## config.mk

```make
export PLATFORM = sky130hd
export DESIGN_NAME = station_association_table
export DESIGN_NICKNAME = d
export VERILOG_FILES = /design/src/rtl/core/sat_pkg.sv /design/src/rtl/core/sat_ram.sv /design/src/rtl/core/sat_vtab.sv /design/src/rtl/core/sat_seq.sv /design/src/rtl/core/station_association_table.sv
export SDC_FILE = /design/constraint.sdc
export NUM_CORES = 1
export LEC_CHECK = 0
export BUFFER_PORTS_ARGS = -buffer_cell sky130_fd_sc_hd__buf_2
export CORE_AREA = 4 4 228 341
export DETAILED_ROUTE_END_ITERATION = 10
export DIE_AREA = 0 0 232 345
export PLACE_DENSITY = 0.69
export SYNTH_ARGS = -nofsm -noshare
export SYNTH_HDL_FRONTEND = slang
export SYNTH_SLANG_ARGS = --single-unit
```

## constraint.sdc

```tcl
create_clock -name clk_i -period 7.2 [get_ports clk_i]
set_input_delay 0.36 -clock clk_i [delete_from_list [all_inputs] [get_ports clk_i]]
set_output_delay 0.36 -clock clk_i [all_outputs]
set_load 0.01 [all_outputs]
```

## src/rtl/core/sat_pkg.sv

```systemverilog
`timescale 1ns / 1ps
`default_nettype none

package sat_pkg;

  // Table geometry
  localparam int unsigned ENTRIES = 16;
  localparam int unsigned IDX_W   = $clog2(ENTRIES);
  localparam int unsigned CNT_W   = $clog2(ENTRIES + 1);
  localparam int unsigned ADDR_W  = 48;
  localparam int unsigned CAPS_W  = 3;
  localparam int unsigned SLEEP_W = 2;
  localparam int unsigned STAT_W  = 2;

  // Request commands
  typedef enum logic [1:0] {
    CMD_ASSOC  = 2'd0,
    CMD_REMOVE = 2'd1,
    CMD_POWER  = 2'd2,
    CMD_CLEAR  = 2'd3
  } cmd_e;

  // Result status codes
  localparam logic [STAT_W-1:0] STAT_OK   = 2'd0;
  localparam logic [STAT_W-1:0] STAT_ZERO = 2'd1;
  localparam logic [STAT_W-1:0] STAT_FULL = 2'd2;

  // Sleep states
  localparam logic [SLEEP_W-1:0] SLEEP_DEFAULT = 2'd0;
  localparam logic [SLEEP_W-1:0] SLEEP_AWAKE   = 2'd1;
  localparam logic [SLEEP_W-1:0] SLEEP_LOW     = 2'd2;

  // Sequencer states
  typedef enum logic [1:0] {
    S_IDLE,
    S_SCAN,
    S_ACT,
    S_DONE
  } state_e;

  // One table entry as stored in the RAM
  typedef struct packed {
    logic [ADDR_W-1:0]  addr;
    logic [SLEEP_W-1:0] sleep;
    logic [CAPS_W-1:0]  caps;
  } entry_t;

  localparam int unsigned ENTRY_W = $bits(entry_t);

  // Update of the valid bits, from the sequencer
  typedef struct packed {
    logic             set;
    logic             clr;
    logic             clr_all;
    logic [IDX_W-1:0] idx;
  } vtab_op_t;

endpackage

`default_nettype wire

```

## src/rtl/core/sat_ram.sv

```systemverilog
`timescale 1ns / 1ps
`default_nettype none

module sat_ram #(
  parameter int unsigned WIDTH = 8,
  parameter int unsigned DEPTH = 16
) (
  input  wire logic                     clk_i,
  input  wire logic                     we_i,
  input  wire logic [$clog2(DEPTH)-1:0] waddr_i,
  input  wire logic [WIDTH-1:0]         wdata_i,
  input  wire logic                     re_i,
  input  wire logic [$clog2(DEPTH)-1:0] raddr_i,
  output logic      [WIDTH-1:0]         rdata_o
);

  logic [WIDTH-1:0] mem_q [DEPTH];

  // Write port
  always_ff @(posedge clk_i) begin
    if (we_i) begin
      mem_q[waddr_i] <= wdata_i;
    end
  end

  // Registered read port
  always_ff @(posedge clk_i) begin
    if (re_i) begin
      rdata_o <= mem_q[raddr_i];
    end
  end

endmodule

`default_nettype wire

```

## src/rtl/core/sat_vtab.sv

```systemverilog
`timescale 1ns / 1ps
`default_nettype none

module sat_vtab (
  input  wire logic                        clk_i,
  input  wire logic                        rst_ni,
  input  wire sat_pkg::vtab_op_t           op_i,
  output logic [sat_pkg::ENTRIES-1:0]      valid_o,
  output logic [sat_pkg::CNT_W-1:0]        count_o
);

  import sat_pkg::*;

  logic [ENTRIES-1:0] valid_q, valid_d;
  logic [CNT_W-1:0]   count_q, count_d;

  // Apply set, clear or flush; the count follows each change
  always_comb begin
    valid_d = valid_q;
    count_d = count_q;
    if (op_i.clr_all) begin
      valid_d = '0;
      count_d = '0;
    end else if (op_i.set) begin
      valid_d[op_i.idx] = 1'b1;
      count_d = count_q + CNT_W'(1);
    end else if (op_i.clr) begin
      valid_d[op_i.idx] = 1'b0;
      count_d = count_q - CNT_W'(1);
    end
  end

  always_ff @(posedge clk_i or negedge rst_ni) begin
    if (!rst_ni) begin
      valid_q <= '0;
      count_q <= '0;
    end else begin
      valid_q <= valid_d;
      count_q <= count_d;
    end
  end

  assign valid_o = valid_q;
  assign count_o = count_q;

endmodule

`default_nettype wire

```

## src/rtl/core/sat_seq.sv

```systemverilog
`timescale 1ns / 1ps
`default_nettype none

module sat_seq (
  input  wire logic                           clk_i,
  input  wire logic                           rst_ni,
  // request
  input  wire logic                           start_i,
  input  wire sat_pkg::cmd_e                  cmd_i,
  input  wire logic [sat_pkg::ADDR_W-1:0]     addr_i,
  input  wire logic [sat_pkg::CAPS_W-1:0]     caps_i,
  input  wire logic                           low_power_i,
  output logic                                busy_o,
  // result
  output logic                                done_o,
  output logic [sat_pkg::STAT_W-1:0]          status_o,
  output logic                                hit_o,
  output logic [sat_pkg::IDX_W-1:0]           idx_o,
  output logic [sat_pkg::SLEEP_W-1:0]         sleep_o,
  // valid bits
  input  wire logic [sat_pkg::ENTRIES-1:0]    valid_i,
  output sat_pkg::vtab_op_t                   vop_o,
  // entry RAM
  output logic                                ram_we_o,
  output logic [sat_pkg::IDX_W-1:0]           ram_waddr_o,
  output sat_pkg::entry_t                     ram_wdata_o,
  output logic                                ram_re_o,
  output logic [sat_pkg::IDX_W-1:0]           ram_raddr_o,
  input  wire sat_pkg::entry_t                ram_rdata_i
);

  import sat_pkg::*;

  localparam logic [IDX_W:0] SCAN_END = (IDX_W + 1)'(ENTRIES);

  state_e             state_q, state_d;
  cmd_e               cmd_q, cmd_d;
  logic [ADDR_W-1:0]  addr_q, addr_d;
  logic [CAPS_W-1:0]  caps_q, caps_d;
  logic               lp_q, lp_d;
  logic [IDX_W:0]     rd_idx_q, rd_idx_d;
  logic               cmp_vld_q, cmp_vld_d;
  logic [IDX_W-1:0]   cmp_idx_q, cmp_idx_d;
  logic               found_q, found_d;
  logic [IDX_W-1:0]   found_idx_q, found_idx_d;
  logic [SLEEP_W-1:0] found_sleep_q, found_sleep_d;
  logic [CAPS_W-1:0]  found_caps_q, found_caps_d;
  logic               free_q, free_d;
  logic [IDX_W-1:0]   free_idx_q, free_idx_d;
  logic [STAT_W-1:0]  res_stat_q, res_stat_d;
  logic               res_hit_q, res_hit_d;
  logic [IDX_W-1:0]   res_idx_q, res_idx_d;
  logic [SLEEP_W-1:0] res_sleep_q, res_sleep_d;
  logic [SLEEP_W-1:0] new_sleep;

  assign new_sleep = lp_q ? SLEEP_LOW : SLEEP_AWAKE;

  // Next state, table scan and write-back
  always_comb begin
    state_d       = state_q;
    cmd_d         = cmd_q;
    addr_d        = addr_q;
    caps_d        = caps_q;
    lp_d          = lp_q;
    rd_idx_d      = rd_idx_q;
    cmp_vld_d     = 1'b0;
    cmp_idx_d     = cmp_idx_q;
    found_d       = found_q;
    found_idx_d   = found_idx_q;
    found_sleep_d = found_sleep_q;
    found_caps_d  = found_caps_q;
    free_d        = free_q;
    free_idx_d    = free_idx_q;
    res_stat_d    = res_stat_q;
    res_hit_d     = res_hit_q;
    res_idx_d     = res_idx_q;
    res_sleep_d   = res_sleep_q;
    vop_o         = '0;
    ram_we_o      = 1'b0;
    ram_waddr_o   = found_idx_q;
    ram_wdata_o   = '0;
    ram_re_o      = 1'b0;
    ram_raddr_o   = rd_idx_q[IDX_W-1:0];

    unique case (state_q)
      S_IDLE: begin
        if (start_i) begin
          cmd_d       = cmd_i;
          addr_d      = addr_i;
          caps_d      = caps_i;
          lp_d        = low_power_i;
          rd_idx_d    = '0;
          found_d     = 1'b0;
          free_d      = 1'b0;
          res_stat_d  = STAT_OK;
          res_hit_d   = 1'b0;
          res_idx_d   = '0;
          res_sleep_d = SLEEP_DEFAULT;
          if (cmd_i == CMD_CLEAR) begin
            vop_o.clr_all = 1'b1;
            state_d       = S_DONE;
          end else if (addr_i == '0) begin
            res_stat_d = STAT_ZERO;
            state_d    = S_DONE;
          end else begin
            state_d = S_SCAN;
          end
        end
      end

      S_SCAN: begin
        // issue one read per cycle
        if (rd_idx_q != SCAN_END) begin
          ram_re_o  = 1'b1;
          cmp_vld_d = 1'b1;
          cmp_idx_d = rd_idx_q[IDX_W-1:0];
          rd_idx_d  = rd_idx_q + (IDX_W + 1)'(1);
        end
        // compare the entry read last cycle
        if (cmp_vld_q) begin
          if (valid_i[cmp_idx_q] && ram_rdata_i.addr == addr_q && !found_q) begin
            found_d       = 1'b1;
            found_idx_d   = cmp_idx_q;
            found_sleep_d = ram_rdata_i.sleep;
            found_caps_d  = ram_rdata_i.caps;
          end
          if (!valid_i[cmp_idx_q] && !free_q) begin
            free_d     = 1'b1;
            free_idx_d = cmp_idx_q;
          end
          if (rd_idx_q == SCAN_END) begin
            state_d = S_ACT;
          end
        end
      end

      S_ACT: begin
        state_d = S_DONE;
        unique case (cmd_q)
          CMD_ASSOC: begin
            if (found_q) begin
              ram_we_o    = 1'b1;
              ram_waddr_o = found_idx_q;
              ram_wdata_o = '{addr: addr_q, sleep: found_sleep_q, caps: caps_q};
              res_hit_d   = 1'b1;
              res_idx_d   = found_idx_q;
              res_sleep_d = found_sleep_q;
            end else if (free_q) begin
              ram_we_o    = 1'b1;
              ram_waddr_o = free_idx_q;
              ram_wdata_o = '{addr: addr_q, sleep: SLEEP_DEFAULT, caps: caps_q};
              vop_o.set   = 1'b1;
              vop_o.idx   = free_idx_q;
              res_hit_d   = 1'b1;
              res_idx_d   = free_idx_q;
              res_sleep_d = SLEEP_DEFAULT;
            end else begin
              res_stat_d = STAT_FULL;
            end
          end
          CMD_REMOVE: begin
            if (found_q) begin
              vop_o.clr = 1'b1;
              vop_o.idx = found_idx_q;
              res_hit_d = 1'b1;
              res_idx_d = found_idx_q;
            end
          end
          CMD_POWER: begin
            if (found_q) begin
              ram_we_o    = 1'b1;
              ram_waddr_o = found_idx_q;
              ram_wdata_o = '{addr: addr_q, sleep: new_sleep, caps: found_caps_q};
              res_hit_d   = 1'b1;
              res_idx_d   = found_idx_q;
              res_sleep_d = new_sleep;
            end
          end
          default: ;
        endcase
      end

      S_DONE: begin
        state_d = S_IDLE;
      end

      default: state_d = S_IDLE;
    endcase
  end

  // Control state
  always_ff @(posedge clk_i or negedge rst_ni) begin
    if (!rst_ni) begin
      state_q   <= S_IDLE;
      cmp_vld_q <= 1'b0;
    end else begin
      state_q   <= state_d;
      cmp_vld_q <= cmp_vld_d;
    end
  end

  // Request and scan payload
  always_ff @(posedge clk_i) begin
    cmd_q         <= cmd_d;
    addr_q        <= addr_d;
    caps_q        <= caps_d;
    lp_q          <= lp_d;
    rd_idx_q      <= rd_idx_d;
    cmp_idx_q     <= cmp_idx_d;
    found_q       <= found_d;
    found_idx_q   <= found_idx_d;
    found_sleep_q <= found_sleep_d;
    found_caps_q  <= found_caps_d;
    free_q        <= free_d;
    free_idx_q    <= free_idx_d;
    res_stat_q    <= res_stat_d;
    res_hit_q     <= res_hit_d;
    res_idx_q     <= res_idx_d;
    res_sleep_q   <= res_sleep_d;
  end

  assign busy_o   = (state_q != S_IDLE);
  assign done_o   = (state_q == S_DONE);
  assign status_o = res_stat_q;
  assign hit_o    = res_hit_q;
  assign idx_o    = res_idx_q;
  assign sleep_o  = res_sleep_q;

endmodule

`default_nettype wire

```

## src/rtl/core/station_association_table.sv

```systemverilog
// Channel  | Ports                                            | Dir | Handshake
// ---------+--------------------------------------------------+-----+-------------------
// request  | command_i station_addr_i roaming_flag_i          | in  | start_i, !busy_o
//          | sharing_flag_i vendor_flag_i low_power_i         |     |
// result   | status_o hit_o entry_index_o sleep_state_o       | out | done_o, one cycle
//          | active_count_o                                   |     |
//
// A clear or all-zero address request shows done_o in the cycle right after
// acceptance, and the next request is taken once the block is idle again.
// Any other request scans the entry RAM one entry per cycle through its
// single read port in S_SCAN, then in S_ACT writes back the entry or
// updates the valid bits as the command needs, and shows done_o in S_DONE;
// only after that, back in idle, can the block take the next request.
// busy_o stays high from acceptance until done_o has been shown.
// Reset clears the valid bits and the count at once; no clearing pass.
// The receiver cannot stall; results are presented for one cycle only.
`timescale 1ns / 1ps
`default_nettype none

module station_association_table (
  input  wire logic        clk_i,
  input  wire logic        rst_ni,
  input  wire logic        start_i,
  output logic             busy_o,
  input  wire logic [1:0]  command_i,
  input  wire logic [47:0] station_addr_i,
  input  wire logic        roaming_flag_i,
  input  wire logic        sharing_flag_i,
  input  wire logic        vendor_flag_i,
  input  wire logic        low_power_i,
  output logic             done_o,
  output logic [1:0]       status_o,
  output logic             hit_o,
  output logic [3:0]       entry_index_o,
  output logic [1:0]       sleep_state_o,
  output logic [4:0]       active_count_o
);

  import sat_pkg::*;

  vtab_op_t           vop;
  logic [ENTRIES-1:0] valid;
  logic [CNT_W-1:0]   count;
  logic               ram_we, ram_re;
  logic [IDX_W-1:0]   ram_waddr, ram_raddr;
  entry_t             ram_wdata, ram_rdata;
  logic [IDX_W-1:0]   res_idx;

  // Sequencer: accept, scan, write back, report
  sat_seq u_seq (
    .clk_i       (clk_i),
    .rst_ni      (rst_ni),
    .start_i     (start_i),
    .cmd_i       (cmd_e'(command_i)),
    .addr_i      (station_addr_i),
    .caps_i      ({vendor_flag_i, sharing_flag_i, roaming_flag_i}),
    .low_power_i (low_power_i),
    .busy_o      (busy_o),
    .done_o      (done_o),
    .status_o    (status_o),
    .hit_o       (hit_o),
    .idx_o       (res_idx),
    .sleep_o     (sleep_state_o),
    .valid_i     (valid),
    .vop_o       (vop),
    .ram_we_o    (ram_we),
    .ram_waddr_o (ram_waddr),
    .ram_wdata_o (ram_wdata),
    .ram_re_o    (ram_re),
    .ram_raddr_o (ram_raddr),
    .ram_rdata_i (ram_rdata)
  );

  // Valid bits and active count
  sat_vtab u_vtab (
    .clk_i   (clk_i),
    .rst_ni  (rst_ni),
    .op_i    (vop),
    .valid_o (valid),
    .count_o (count)
  );

  // Entry store: address, sleep state and capabilities
  sat_ram #(
    .WIDTH (ENTRY_W),
    .DEPTH (ENTRIES)
  ) u_ram (
    .clk_i   (clk_i),
    .we_i    (ram_we),
    .waddr_i (ram_waddr),
    .wdata_i (ram_wdata),
    .re_i    (ram_re),
    .raddr_i (ram_raddr),
    .rdata_o (ram_rdata)
  );

  assign entry_index_o  = 4'(res_idx);
  assign active_count_o = 5'(count);

  // Accepted request holds the block busy
  a_busy_after_start: assert property (@(posedge clk_i) disable iff (!rst_ni)
    (start_i && !busy_o) |=> busy_o)
    else $error("request accepted but block not busy");

  // Result strobe lasts one cycle
  a_done_pulse: assert property (@(posedge clk_i) disable iff (!rst_ni)
    done_o |=> !done_o)
    else $error("result strobe longer than one cycle");

  // A hit always carries an ok status
  a_hit_ok: assert property (@(posedge clk_i) disable iff (!rst_ni)
    (done_o && hit_o) |-> (status_o == STAT_OK))
    else $error("hit reported with error status");

  // The active count never exceeds the table size
  a_count_range: assert property (@(posedge clk_i) disable iff (!rst_ni)
    (count <= CNT_W'(ENTRIES)))
    else $error("active count out of range");

endmodule

`default_nettype wire

```

==> results.md, run 1 <==
- The cell area after placement is ~39000 sq um.
- Summed over all layers, the global routing overflow is 0.
- Setup repair after global routing left no endpoint under its margin.
- The global routing usage summed across all routing layers is 0.2049.
- The clock insertion delay at the later pin of the skew report is 650 ps.
- Once layout is complete, the cells apart from fillers number 2886.
- The share of total power dissipated in sequential elements is 0.482.
- Counting the buffers created by CTS gives 86.
- The most frequently used flop master after synthesis is sky130_fd_sc_hd__edfxtp_1.
- The count of final hold-check violations came to 0.
- The headroom to the max-slew limit is 0.1338.
- Synthesis produced around 1600 cells.
- The max capacitance violation total is 0.
- The share of total power dissipated in combinational logic is 0.211.
- The repair_antennas step left the layout with diodes totalling 0.
- The synthesis-to-layout area growth is 12.97%.
- The clock slew seen by the registers of the worst setup and hold paths is ~60 ps.
- The biggest fanout along the worst timing path is 36.
- The total iterations of the first detailed-routing run is 6.
- The worst setup path is launched from a flip-flop.
- In this run the clock root is driven by a sky130_fd_sc_hd__clkbuf_16.
- The number of DRC violations after detailed routing is 0.
- In this run the critical register-to-register path is launched from u_seq.state_q[0].
- The die is 345 um tall.
- The total vias in the final route is approximately 17000.
- In this run, synthesis produced a sequential element count of approximately 960.
- The power per cell area is roughly 340 nW/um^2.
- In this run the worst setup path begins at u_seq.state_q[0].
- The longest individual stage delay on the worst path is between 700 and 800 ps.
- Data on the critical path is required at its endpoint by between 7000 and 8000 ps.
- After detailed placement, the design holds a cell count of around 2700.
- The netlist uses 46 different library cells.
- For the pin with the worst max-slew slack, the measured transition is 1299 ps.
- The analysis attributes to net switching a power of 3.889 mW.
- Pin placement for this block handled 73 I/O pins.
- The fill cell total of the finished layout is 5521.
- The count of port buffers added during placement is 69.
- The critical path is of the reg2reg type.
- The count of pins over their slew limit is 0.
- The share of the Yosys chip area taken by registers is 0.7713.
- The core box area is 74790 sq um.
- The critical path endpoint category is a flip-flop.
- The post-DP HPWL is roughly 43000 um.
- The number of global-route vias before repair is about 18000.
- Counting instances, the worst hold path has a depth of 1.
- The finished cells cover roughly 42000 sq um.
- The logic depth of the worst register-to-register path is 9.
- The die span in x is roughly 230 um.
- The internal power of the cells is roughly 10 mW.
- The clock passes through at most 3 buffers.
- The routed design could run at a clock period as short as 4675 ps.
- In the routed layout, each cell is associated on average with a via count of ~6.
- The startpoint identified for the worst hold timing path is station_addr_i[26].
- The path class of the tightest hold or removal check is in2reg.
- The kind of cell with the highest combined delay along the critical path is simple AND/OR/NAND/NOR gates.
- The starting utilization of the core area is 0.4950.
- Wires add up to roughly 82000 um.
- The number of buffers and inverters on the critical path is 4.
- The final worst clock skew is 33.03 ps.
- The largest net degree at the start of global routing is about 150.
- The ratio of cells with drive above 1 in the final layout is 0.2561.
- The die covers ~80000 sq um.
- Setup violations remaining at the end of the flow were counted as 0.
- TritonCTS built the clock tree.
- The share of total power dissipated in the clock network is 0.307.
- The first-pass GRT wire length is between 100000 and 150000 um.
- Static timing analysis puts the maximum clock frequency at between 200 and 250 MHz.
- The average cell area after synthesis is 22.49 sq um.
- After detailed routing, the average wire length per cell comes to 28.30 um.
- Counting flops with an async set or reset pin after synthesis yields a share of 0.02513.
- IR analysis of the VDD net gives a maximum drop of about 0.00028 V.
- The critical path goes through inv_1 > ha_1 > and4b_1 > inv_1 > nor3b_2 > o21ai_0 > buf_4 > nor2_4 > buf_4.
- Counting buffers and inverters, the worst setup path is 9 cells deep.
- Of the total power, the share spent switching nets is 0.2722.
- In the finished design, the share of the clock period the worst path needs comes to 0.6493.
- The number of antenna violations at the first check in global routing is 1.
- The number of post-CTS setup repair buffers is 0.
- The number of DRC violations after detailed-routing iteration 0 is approximately 2000.
- In this run, synthesis inferred just over 900 flip-flops with an integrated enable.
- The run finished with clean final reports.
- The slowest stage of the critical path belongs to the cell sky130_fd_sc_hd__buf_4.
- The number of gates resized after cts is 0.
- The congestion estimate from routability-driven global placement came to ~0.81.
- The data arrival time of the worst path is 4930 ps.
- The net count of the finished layout is roughly 1900.
- The detail route stage leaves a number of antenna-violating nets equal to 0.
- The post-synthesis instance area is about 37000 sq um.
- When the netlist entered floorplanning its net count stood at about 1700.
- The H-tree was split into 3 levels.
- During synthesis, Yosys emitted a total of 0 warnings.
- Counting every sink on the clock net gives 955.
- The total number of placement rows is 123.
- Summed over all failing endpoints, the final setup total negative slack is 0 ps.
- For this design the static power due to leakage is about 15 nW.
==> repair_timing <==
item / CTS / global route
endpoints found under the hold margin: 74 / 0
hold buffers: 51 / 0
endpoints found under the setup margin: 0 / 0
==> worst paths after layout <==
kind | end | slack (ps)
max | u_ram.mem_q[14][46] | 2530
max in group asynchronous | u_vtab.valid_o[14] | 6540
min reg2reg | u_seq.found_sleep_q[0] | 430
max reg2reg | u_ram.mem_q[14][46] | 2530
min | u_seq.addr_q[26] | 50
min in group asynchronous | u_vtab.count_o[4] | 250
==> per-stage QoR <==
stage | hold slack, ps | utilization | worst slack (ps) | total power, mW
after floorplan | 64.41 | - | 2055 | 9.194
after global placement | 369.3 | 0.5167 | 2705 | 9.979
after detailed placement | 392.2 | 0.5167 | 2573 | 10.05
after CTS | 10.22 | 0.5592 | 2527 | 14.44
after global routing | 20.02 | 0.5592 | 2281 | 14.87
final | 48.47 | 0.5592 | 2525 | 14.29
==> placed cells by master, fill, tap and decap left out, drive strengths merged, types with 30 or more instances in the layout <==
cell,synthesis,routed
and2,49,49
nand2,39,39
mux4,254,254
dlygate4sd3,0,51
clkbuf,33,115
a21oi,32,32
o21ai,31,31
xor2,30,30
buf,38,105
nor2,38,38
edfxtp,931,931
==> power by group through the flow <==
stage | Clock (mW) | Sequential (mW) | Combinational, mW
after floorplan | 0 | 6.94 | 2.26
after global placement | 0 | 6.98 | 3.00
after detailed placement | 0 | 7.00 | 3.06
after CTS | 4.47 | 6.88 | 3.08
after global routing | 4.70 | 6.91 | 3.26
final | 4.39 | 6.88 | 3.02
==> cell type report <==
class,instances,area (sq um),share of cell area
clock inverter,40,324.1,0.007748
tap,1000,1251,0.02991
inverter,13,48.80,0.001167
timing repair buffer,156,1164,0.02782
sequential,955,28560,0.6827
clock buffer,115,2344,0.05603
multi-input combinational,607,8139,0.1946
==> cell usage after synthesis, drive strengths merged, types with 21 or more instances <==
master	number	area, sq um
edfxtp	931	27960
mux4	254	5777
and2	49	306.5
nand2	39	146.4
buf	38	302.8
nor2	38	142.6
clkbuf	33	123.9
a21oi	32	160.2
o21ai	31	155.2
xor2	30	262.8
dfrtp	24	600.6
xnor2	23	201.4
nor4	21	131.4
==> logic make-up (layout without fill, tap and decap cells) <==
group / count (synthesis) / in the layout / synth area share
flip-flops: 955 / 955 / 0.7713
XOR/XNOR: 53 / 53 / 0.01254
adder cells (fa/ha/maj): 15 / 15 / 0.005272
AND/OR/NAND/NOR: 193 / 193 / 0.02724
AO/OA/AOI/OAI: 88 / 88 / 0.01369
buffers and inverters: 84 / 324 / 0.01284
multiplexers: 258 / 258 / 0.1571
==> per-layer routing <==
metal / global-route usage / vias to the layer above / wire length, um
met2: 0.3462 / 712 / 42300
met3: 0.03216 / 121 / 5333
met4: 0.07056 / 0 / 2624
li1: - / 7243 / -
met5: 0 / - / 0
met1: 0.2747 / 9165 / 31410
==> registers in the layout (all words and copies together) (netlist names), 2 cells and up <==
register	count
u_seq.cmd_q	2
u_seq.rd_idx_q	5
u_vtab.valid_o	16
u_seq.cmp_idx_q	4
u_ram.rdata_o	50
u_seq.sleep_o	2
u_seq.state_q	2
u_vtab.count_o	5
u_seq.free_idx_q	4
u_seq.idx_o	4
u_ram.mem_q	800
u_seq.status_o	2
u_seq.found_sleep_q	2
u_seq.found_idx_q	4
u_seq.addr_q	48
==> worst reg2reg max path: stages, from the launching register on <==
cell                      delay (ps)
sky130_fd_sc_hd__dfrtp_1         410
sky130_fd_sc_hd__inv_1           130
sky130_fd_sc_hd__ha_1            540
sky130_fd_sc_hd__and4b_1         530
sky130_fd_sc_hd__inv_1           400
sky130_fd_sc_hd__nor3b_2         490
sky130_fd_sc_hd__o21ai_0         210
sky130_fd_sc_hd__buf_4           260
sky130_fd_sc_hd__nor2_4          550
sky130_fd_sc_hd__buf_4           740
Note: power is estimated with default switching activity, not from simulation.
==> run 2: changes to the inputs <==
Clock period 7.2 ns to 4.35 ns, I/O delays scaled along.
==> run 2 against run 1 <==
  * Global-route usage grew 0.36 points
  * Total power rose by 67%
  * Clock skew shrank 7.9 ps
  * Core utilization increased by 0.55 points
  * Combinational power up 67%
  * Highest routed layer unchanged
  * Count of clock-buffer cells in the layout shrank 9
  * Clock power increased by 69%
  * Maximum frequency is 31% higher
  * Die area did not move
  * Sequential share of layout area decreased by 0.67 points
  * Flip-flop and latch count is the same
  * Via count increased by 1.2%
==> results.md, run 2 (synthesis gave the netlist of run 1 again) <==
- The number of DRC violations after detailed routing is 0 (unchanged).
- The library cell used most frequently in the layout, excluding fill and tap cells, is sky130_fd_sc_hd__edfxtp_1.
- The final estimated routing congestion in global placement was 0.8225 (+2.1%).
- The data arrival time of the worst path was 3910 ps (-1020 ps).
- The flip-flop count of the largest register, all copies and words added is 800 (unchanged).
- The aggregate negative setup slack is 0 ps (unchanged).
- The largest net degree at the start of global routing is 101 (-34%).
- The TritonCTS sink count is 955 (unchanged).
- The global routing usage summed across all routing layers was 0.2085 (+0.003574).
- The post-route core utilization was 0.5648 (+0.005520).
- The power per cell area is 565.9 nW/um^2 (+66%).
- Setup repair after global routing left no endpoint under its margin.
- In the final layout, the registers with the most flip-flops are u_ram.mem_q: 800 flops, u_ram.rdata_o: 50 flops, u_seq.addr_q: 48 flops.
- The number of global-route vias before repair was 18208 (+2.4%).
- More flip-flops sit in one register than any other, and that register is u_ram.mem_q.
- The count of final hold-check violations was 0 (unchanged).
- The area of the die is 80040 sq um (unchanged).
- The minimum clock period is 3577 ps (-1098 ps).
- The count of pins over their slew limit is 0 (unchanged).
- The proportion of power drawn by the clock network is 0.311 (+0.004).
- The number of nets with antenna violations after detailed routing is 0 (unchanged).
- The total iterations of the first detailed-routing run is 6 (unchanged).
- The number of nets in the layout is 1901 (+0.53%).
- The library cells used most frequently in the layout, excluding fill and tap cells, are sky130_fd_sc_hd__edfxtp_1, sky130_fd_sc_hd__mux4_2, sky130_fd_sc_hd__clkbuf_16.
- The combinational fraction of design power was 0.211 (about the same).
- The number of levels the H-tree was split into is 3 (unchanged).
- The design area was 42240 sq um (+0.99%).
- The min-delay analysis places its worst path in the category in2async.
- The number of DRC violations after detailed-routing iteration 0 is 2025 (+0.049%).
- The total number of placement rows is 123 (unchanged).
- The max capacitance violation total is 0 (unchanged).
- The type of origin of the critical path is a flip-flop.
- The fill cell total of the finished layout is 5400 (-2.2%).
- The count of port buffers added during placement is 69 (unchanged).
- The final worst clock skew is 25.10 ps (-7.929 ps).
- The TritonCTS clock tree is built.
- From synthesis to final layout, the design area changed by 14.09%.
- The first-pass GRT wire length is 121600 um (+1.7%).
- The headroom to the max-slew limit is 0.1359 (+0.002163).
- The final count of negative-setup-slack endpoints is 0 (unchanged).
- The logic depth of the worst register-to-register path was 9 (unchanged).
- The number of antenna violations at the first check in global routing came to 1 (unchanged).
- The number of post-CTS setup repair buffers is 0 (unchanged).
- The biggest fanout along the worst timing path came to 18 (-50%).
- The peak clock frequency supported by timing is 279.6 MHz (+31%).
- The cell at the root of the clock tree is sky130_fd_sc_hd__clkbuf_16.
- The number of gates resized after cts is 0 (unchanged).
- The flow ran to the end, and the final reports show no timing, DRC or antenna violations.
- The fraction of power spent switching nets is 0.2708 (-0.001388).
- The endpoint of the lowest-slack register-to-register path is u_ram.mem_q[10][17].
- The register area is 28560 sq um (unchanged).
- The leakage power total is 15.02 nW (+0.91%).
- The launching point of the worst reg2reg path is u_seq.cmd_q[1].
- The area used by multi-input combinational logic is 8139 sq um (unchanged).
- The internal power of the cells is 17.43 mW (+68%).
- The critical path endpoint category is a flip-flop.
- The total vias in the final route is 17443 (+1.2%).
- The core box area is 74790 sq um (unchanged).
- The CTS buffer count is 84 (-2.3%).
- The detail-routed net length per standard cell is 28.62 um (+1.1%).
- The height of the die came to 345 um (unchanged).
- The post-DP HPWL is 43480 um (+2.0%).
- The clock slew seen by the registers of the worst setup and hold paths is 60 ps (about the same).
- The part of the power in registers is 0.478 (-0.004).
- The per-cell via count in the routed design is 6.025 (+0.86%).
- The number of I/O pins is 73 (unchanged).
- The net switching power was 6.473 mW (+66%).
- The total congestion overflow is 0 (unchanged).
- The deepest clock path buffer count is 3 (unchanged).
- The starting utilization of the core area is 0.4950 (unchanged).
- The largest vdd supply drop was 0.0004008 V (+43%).
- The ratio of cells with drive above 1 in the final layout was 0.2596 (+0.003533).
- The worst reg-to-reg setup slack is 770 ps (-1750 ps).
- The worst setup path is of the reg2reg kind.
- The die span in x is 232 um (unchanged).
- The total wire length after detailed routing is 82860 um (+1.5%).
- The number of antenna repair diodes is 0 (unchanged).
- The clock insertion delay at the later pin of the skew report is 640 ps (about the same).
- The worst-margin pin slew is 1296 ps (-3.245 ps).
- The ratio of final minimum period to clock period is 0.8222 (+0.1729).
- The cell area after placement came to 38990 sq um (+0.87%).
- The data required time of the worst path is 4680 ps (-2780 ps).
run 2: changes by cell type in the layout (fill, tap and decap cells not counted), sizes merged:
cell / previous run / this run
buf: 105 / 116
clkbuf: 115 / 106
bufinv: 4 / 10
clkinv: 28 / 29
dlygate4sd3: 51 / 52
inv: 18 / 17
run 2: worst max-delay path by stage:
stage                           from                   to  slack [ps]  cells past startpoint
finish                u_seq.cmd_q[1]  u_ram.mem_q[10][17]         770                      9
global route          u_seq.cmd_q[1]  u_ram.mem_q[10][17]         530                      9
CTS                   u_seq.cmd_q[1]  u_ram.mem_q[10][17]         640                      8
detailed placement    u_seq.cmd_q[1]  u_ram.mem_q[10][17]         670                      8
global placement      u_seq.cmd_q[0]  u_ram.mem_q[10][17]         820                      8
floorplan           u_seq.state_q[0]  u_ram.mem_q[14][10]          10                      8
run 2: cell type report:
class	count	area share
inverter	13	0.001155
multi-input combinational	607	0.1927
sequential	955	0.6761
tap	1000	0.02962
timing repair buffer	168	0.03590
clock buffer	106	0.05222
clock inverter	46	0.01235
run 2: power groups by stage:
stage               clock network, mW  registers (mW)  logic [mW]
global placement                    0            11.6        5.00
detailed placement                  0            11.6        5.09
floorplan                           0            11.5        3.74
CTS                              7.57            11.4        5.14
finish                           7.43            11.4        5.05
global route                     7.96            11.5        5.42
run 2: per-stage QoR:
step | std cells | power (mW) | setup slack [ps] | hold WS (ps)
after floorplan | 1646 | 15.21 | 13.79 | -78.09
after global placement | 2690 | 16.60 | 823.0 | 227.7
after detailed placement | 2690 | 16.71 | 670.8 | 246.2
after CTS | 2894 | 24.14 | 636.2 | 109.3
after global routing | 2895 | 24.85 | 532.6 | 155.0
final | 2895 | 23.90 | 773.4 | 113.5
run 2: per-layer routing:
layer	routed length, um	global-route usage	vias up	share of wire
met5	0	0	-	0
met4	3427	0.09216	0	0.041
met3	5710	0.03216	139	0.069
met2	42230	0.3434	764	0.51
met1	31490	0.2786	9289	0.38
li1	-	-	7251	-
run 2: critical path, cell delays in order (launching register included):
cell                       delay, ps
sky130_fd_sc_hd__edfxtp_1        430
sky130_fd_sc_hd__inv_1           110
sky130_fd_sc_hd__ha_1            290
sky130_fd_sc_hd__and4b_1         490
sky130_fd_sc_hd__inv_1           240
sky130_fd_sc_hd__nor3b_2         440
sky130_fd_sc_hd__o21ai_0         310
sky130_fd_sc_hd__buf_2           260
sky130_fd_sc_hd__nor2_4          390
sky130_fd_sc_hd__buf_12          270
run 2: timing repair:
item / in CTS / in global routing
hold buffers: 52 / 0
endpoints found under the hold margin: 75 / 0
endpoints found under the setup margin: 0 / 0
